## config.mk

```make
export PLATFORM = sky130hd
export DESIGN_NAME = chm_ram
export DESIGN_NICKNAME = d
export VERILOG_FILES = /design/src/hdl/chm_ram.sv
export SDC_FILE = /design/constraint.sdc
export NUM_CORES = 1
export LEC_CHECK = 0
export BUFFER_PORTS_ARGS = -buffer_cell sky130_fd_sc_hd__buf_2
export CORE_UTILIZATION = 35
export DETAILED_ROUTE_END_ITERATION = 7
export MAX_ROUTING_LAYER = met4
export PLACE_DENSITY = 0.54
export SLEW_MARGIN = 20
export SYNTH_ARGS = -nofsm -noshare
export SYNTH_HDL_FRONTEND = slang
export SYNTH_SLANG_ARGS = --single-unit
export TNS_END_PERCENT = 30
```

## constraint.sdc

```tcl
create_clock -name clk -period 4.6 [get_ports clk]
set_clock_uncertainty 0.05 [all_clocks]
set_input_delay 0 -clock clk [delete_from_list [all_inputs] [get_ports clk]]
set_output_delay 0 -clock clk [all_outputs]
set_load 0.05 [all_outputs]
```

## src/hdl/chm_ram.sv

```systemverilog
// ----------------------------------------------------------------------------
// Chained hash map RAM
// Generic simple dual-port RAM with one write port and a registered read.
// ----------------------------------------------------------------------------
module chm_ram #(
    parameter int WIDTH = 8,
    parameter int DEPTH = 16,
    localparam int AW = (DEPTH > 1) ? $clog2(DEPTH) : 1
) (
    input  logic             clk,
    input  logic             we,
    input  logic [AW-1:0]    waddr,
    input  logic [WIDTH-1:0] wdata,
    input  logic             re,
    input  logic [AW-1:0]    raddr,
    output logic [WIDTH-1:0] rdata
);

    logic [WIDTH-1:0] mem [DEPTH];
    logic [WIDTH-1:0] rdata_reg;

    always_ff @(posedge clk) begin
        if (we) begin
            mem[waddr] <= wdata;
        end
        if (re) begin
            rdata_reg <= mem[raddr];
        end
    end

    assign rdata = rdata_reg;

endmodule

```

==> results of run 1 <==
[path summary, 6_finish.rpt]
path / from / endpoint / slack [ns] / cells past startpoint
setup reg to reg: mem[5][0] / rdata[0] / 3.01 / 3
hold / removal: waddr[0] / mem[0][4] / 0.007 / 2
setup / recovery: mem[5][0] / rdata[0] / 3.01 / 3
hold reg to reg: mem[14][3] / rdata[3] / 0.70 / 3
[repair_timing]
action / in CTS / in global routing
setup endpoints to repair: 0 / 0
resized for setup: 0 / 0
hold endpoints to repair: 136 / 0
hold buffers: 9 / 0
[stage by stage]
step	total power [mW]	util (%)	instance area, µm²	setup slack (ns)
3_5_place_dp	1.58	38.1	5530	2.30
3_3_place_gp	1.57	38.1	5530	2.31
6_report	2.89	42.7	6210	3.01
4_1_cts	2.91	42.7	6210	2.73
5_1_grt	2.97	42.7	6210	2.94
2_1_floorplan	1.52	-	5230	3.06
[power breakdown]
group | switching, mW | leakage [nW] | internal [mW] | total, mW
registers | 0.00755 | 1.24 | 1.40 | 1.40
clock network | 0.498 | 0.281 | 0.844 | 1.34
logic | 0.0945 | 0.533 | 0.0540 | 0.148
[worst max-delay path: cells and delay by family, from the launching register on]
kind	cells	cell delay [ns]
muxes	1	0.54
DFF	1	0.36
AOI/OAI and AO/OA	1	0.29
and+or+nand+nor	1	0.10
[kinds of logic (layout without fill, tap and decap cells)]
family / count (synthesis) / in the layout / synth area share (%)
and+or+nand+nor: 35 / 35 / 3.14
AOI/OAI and AO/OA: 16 / 16 / 2.30
muxes: 32 / 32 / 14.8
DFF: 136 / 136 / 78.1
buffers and inverters: 10 / 71 / 1.65
[cell type report]
type	instances	area (µm²)
sequential	136	4080
tap	184	230
multi-input combinational	83	1060
clock buffer	18	429
clock inverter	14	158
fill	1261	8320
timing repair buffer	39	253
[layer usage]
layer	track usage (%)	vias up	wire, µm
met5	-	-	0
met4	7.58	0	219
met3	3.58	18	456
met2	22.7	71	5100
met1	18.6	1294	4630
li1	-	1078	-
[layout by cell type, fill, tap and decap left out]
cell,n
edfxtp_1,136
buf_2,25
mux4_2,18
clkbuf_16,17
a22oi_1,16
mux4_1,14
nor2_1,13
nand2_1,9
dlygate4sd3_1,9
buf_4,5
nor3_1,4
clkinv_2,4
bufinv_16,3
clkinvlp_4,3
nand3b_1,2
nand2b_1,2
clkinv_4,2
clkinv_1,2
nor2b_1,1
and2_1,1
and2b_1,1
nand3_1,1
or3b_2,1
clkbuf_1,1
==> results.py, run 1 <==
metrics = {
    "status": {
        "outcome": "completed",
    },
    "sta": {
        "relSlewSlack_pct": 31.5,
        "fmax_ghz": 0.629,
        "post-route-min-period_ns": 1.59,
        "finalHoldViolations": 0,
        "slew_violations": 0,
        "setup_violations": 0,
        "worst_pin_slew_ns": 1.02,
        "whs_ns": 0.00719,
        "rsz0062_at_grt": "false",
        "fin_crit_sh_pct": 34.6,
        "setup-tns-final_ns": 0,
    },
    "synthesis": {
        "synth_cell_types": 18,
        "synth.most_common_cell": "edfxtp_1",
        "synth_common_cells": "edfxtp_1 (136), mux4_2 (18), a22oi_1 (16), mux4_1 (14), nor2_1 (13)",
        "synth_area_leaders": "edfxtp_1 (78%), mux4_2 (7.8%), mux4_1 (7.0%)",
        "synth_fp_nets": 248,
        "syn-cell-area_um2": 5230,
        "syn_inst": 229,
        "async_flop_share_pct": 0,
        "synth_edf_count": 136,
        "post-synth-top-area-cell": "edfxtp_1",
        "synthFlopType": "edfxtp_1",
        "ys_ff_latch": 136,
        "yosys_warnings": 0,
        "syn-mean-instance-area_um2": 22.8,
        "seq_area_frac_synth_pct": 78.1,
        "yosys.area.top_type_share_pct": 78.1,
    },
    "drt": {
        "antenna_left": 0,
        "wl_um": 10400,
        "viasPerCell": 5.19,
        "drc": 0,
        "drt_first_pass_iters": 4,
        "wl_per_cell_um": 21.9,
        "drt_iter0_drc": 190,
        "vias": 2461,
    },
    "cells_and_area": {
        "nets": 296,
        "area_growth_pct": 18.8,
        "antenna_cells": 0,
        "largest_reg_flops": 128,
        "final_layout_size_suffix_gt1_share_pct": 26.9,
        "finalNonFillerCells": 474,
    },
    "power": {
        "p_leak_nw": 2.05,
        "peakVddDrop_mv": 0.264,
        "p_per_area_nw_per_um2": 466,
    },
    "place": {
        "place.gp.congestion": 0.739,
        "portBuffers": 26,
        "dp_cells": 433,
        "detailed_place_hpwl_um": 6550,
    },
    "grt": {
        "track_usage_pct": 14.9,
        "overflow": 0,
        "grt_first_pass_wirelength_um": 15700,
        "grt_pass1_vias": 2524,
        "grt_antenna_before_repair": 0,
        "grt_max_degree": 33,
    },
    "worst_hold_path": {
        "hp-class": "input port to flop",
    },
    "floorplanning": {
        "initial_core_util_pct": 36.0,
        "die_w_um": 124,
        "core-area_um2": 14500,
        "boundaryPins": 27,
        "die-height_um": 124,
        "dieArea_um2": 15400,
        "row_count": 44,
    },
    "clock_tree": {
        "clkTransAtPathRegs_ns": 0.06,
        "cts_root_buf": "clkbuf_16",
        "cts_tree": "yes",
        "h-tree-depth": 4,
        "insertion_delay_ns": 0.42,
        "post_cts_buffers": 0,
        "cts_inserted_buffers": 17,
        "cts_num_sinks": 136,
        "cts_buffer_depth": 2,
    },
    "critical_path": {
        "slowest_stage": "mux4_1",
        "crit_chain": "mux4_1 -> a22oi_1 -> nand2_1",
        "start_kind": "flop",
        "crit_required_ns": 4.70,
        "path_max_fanout": 1,
        "end_kind": "flop",
        "path_class": "flop to flop",
        "max_stage_delay_ns": 0.54,
        "worstPathArrival_ns": 1.70,
    },
    "job": {
        "drv_cap": 0,
    },
}
Note: power is estimated with default switching activity, not from simulation.
==> inputs of run 2 (changes only) <==
==> constraint.sdc (replaced) <==
create_clock -name clk -period 1.6 [get_ports clk]
set_clock_uncertainty 0.05 [all_clocks]
set_input_delay 0 -clock clk [delete_from_list [all_inputs] [get_ports clk]]
set_output_delay 0 -clock clk [all_outputs]
set_load 0.05 [all_outputs]
==> run 2 against run 1 <==
Sequential power increased to 2.9 times the previous value; utilization increased by 2.0 points; register-to-register slack got worse by 3.0 ns; clock power increased to 2.9 times the previous value; cell area increased by 4.6%; wire length increased by 3.3%; non-clock buffer count increased by 29; cell count increased by 5.9%; via count increased by 2.1%; setup slack got worse by 3.0 ns; critical path type unchanged; largest power group unchanged.
==> results.py, run 2 (synthesis gave the netlist of run 1 again) <==
metrics = {
    "status": {
        "outcome": "completed",
    },
    "floorplanning": {
        "die-height_um": 124,
        "core-area_um2": 14500,
        "die_w_um": 124,
        "initial_core_util_pct": 36.0,
        "dieArea_um2": 15400,
        "row_count": 44,
        "boundaryPins": 27,
    },
    "drt": {
        "wl_per_cell_um": 21.4,
        "wl_um": 10700,
        "drc": 0,
        "viasPerCell": 5.01,
        "vias": 2513,
        "antenna_left": 0,
        "drt_first_pass_iters": 4,
        "drt_iter0_drc": 249,
    },
    "job": {
        "drv_cap": 0,
    },
    "power": {
        "p_sw_mw": 1.66,
        "peakVddDrop_mv": 0.733,
        "fin_total_pwr_mw": 8.45,
        "power.share.combinational_pct": 5.7,
        "switching_share_pct": 19.6,
        "power_frac_clock_pct": 46.6,
        "seqPwrFrac_pct": 47.8,
        "p_per_area_nw_per_um2": 1300,
        "intPower_mw": 6.79,
        "p_leak_nw": 2.22,
    },
    "critical_path": {
        "crit_chain": "mux4_1 -> a22oi_1 -> nand2_1",
        "worstPathArrival_ns": 1.63,
        "max_stage_delay_ns": 0.56,
        "path_class": "flop to flop",
        "crit_start": "mem[5][2]",
        "slowest_stage": "mux4_1",
        "r2r_end": "rdata[2]",
        "end_kind": "flop",
        "start_kind": "flop",
        "worst-path-buf-inv": 0,
        "rr_startpoint": "mem[5][2]",
        "crit_required_ns": 1.69,
        "rrSetupSlack_ns": 0.06,
        "cp.depth": 3,
        "ff2ff_path_depth": 3,
        "endpoint": "rdata[2]",
        "cp_top_family": "multiplexers",
        "path_max_fanout": 1,
    },
    "sta": {
        "worst_pin_slew_ns": 0.464,
        "rsz0062_at_grt": "false",
        "fin_crit_sh_pct": 96.5,
        "relSlewSlack_pct": 69.1,
        "finalWorstSetupSlack_ns": 0.0555,
        "finalHoldViolations": 0,
        "setup-tns-final_ns": 0,
        "slew_violations": 0,
        "post-route-min-period_ns": 1.54,
        "setup_violations": 0,
        "fmax_ghz": 0.647,
        "whs_ns": 0.110,
    },
    "grt": {
        "overflow": 0,
        "grt_antenna_before_repair": 0,
        "grt_first_pass_wirelength_um": 16400,
        "track_usage_pct": 15.4,
        "grt_pass1_vias": 2621,
        "grt_max_degree": 17,
    },
    "clock_tree": {
        "insertion_delay_ns": 0.41,
        "h-tree-depth": 4,
        "cts_root_buf": "clkbuf_16",
        "cts_inserted_buffers": 17,
        "cts_buffer_depth": 2,
        "cts_num_sinks": 136,
        "cts_tree": "yes",
        "clkTransAtPathRegs_ns": 0.05,
    },
    "cells_and_area": {
        "final_common_cell": "edfxtp_1",
        "finalNonFillerCells": 502,
        "postLayoutCoreUtil_pct": 44.7,
        "final_cell_mix": "edfxtp_1 (136), buf_4 (29), buf_2 (26), mux4_2 (18), clkbuf_16 (17)",
        "area_growth_pct": 24.3,
        "final_layout_size_suffix_gt1_share_pct": 33.3,
        "largest_reg_flops": 128,
        "nets": 325,
        "fill_cells": 1267,
        "antenna_cells": 0,
        "design_area_um2": 6500,
    },
    "place": {
        "dp_cells": 462,
        "detailed_place_hpwl_um": 7110,
        "pre_cts_slack_ns": -0.104,
        "portBuffers": 26,
        "placed_cell_area_um2": 5800,
        "place.gp.congestion": 0.784,
    },
    "worst_hold_path": {
        "hp-class": "input port to flop",
    },
}
[run 2: changes by cell type in the layout (fill, tap and decap cells not counted)]
cell,before,now
buf_2,25,26
clkbuf_1,1,4
clkinv_4,2,0
bufinv_16,3,4
clkinvlp_4,3,2
buf_12,0,4
clkinv_2,4,2
buf_4,5,29
a22oi_2,0,3
a22oi_1,16,13
[run 2: layout make-up]
type | instances | area (µm²) | share of cell area (%)
Timing Repair Buffer | 68 | 518 | 7.97
Tap cell | 184 | 230 | 3.54
Clock buffer | 21 | 440 | 6.78
Multi-Input combinational cell | 83 | 1070 | 16.5
Clock inverter | 10 | 153 | 2.35
Sequential cell | 136 | 4080 | 62.9
[run 2: worst min path at each step]
stage	start	end	slack (ns)	cells after the start
final	waddr[0]	mem[0][4]	0.11	3
after detailed placement	re	rdata[6]	0.34	1
after floorplan	wdata[0]	mem[0][0]	0.05	0
after CTS	waddr[0]	mem[0][4]	0.10	3
after global routing	waddr[0]	mem[0][4]	0.12	3
after global placement	re	rdata[7]	0.34	1
[run 2: repair_timing]
action                     CTS  global route
setup buffers                0             0
hold buffers                 9             0
hold endpoints to repair   136             0
resized for setup            0             3
setup endpoints to repair    0             3
[run 2: routing by layer]
metal / global-route usage (%) / vias up / part of all wire (%)
met3: 4.05 / 10 / 4.6
met2: 22.9 / 73 / 49
li1: - / 1133 / -
met1: 20.2 / 1297 / 46
met4: 5.95 / 0 / 1.2
met5: - / - / 0
[run 2: power by group through the flow]
| stage | clock, mW | combinational (mW) | sequential (mW) |
|---|---|---|---|
| after floorplan | 0 | 0.203 | 4.17 |
| after global placement | 0 | 0.459 | 4.11 |
| after detailed placement | 0 | 0.465 | 4.11 |
| after CTS | 4.00 | 0.482 | 4.04 |
| after global routing | 4.14 | 0.514 | 4.04 |
| final | 3.93 | 0.480 | 4.04 |
[run 2: tightest hold or removal path: cells and delay by family]
family,cells,cell delay (ns)
buffers and inverters,2,0.31
AND/OR/NAND/NOR,1,0.09
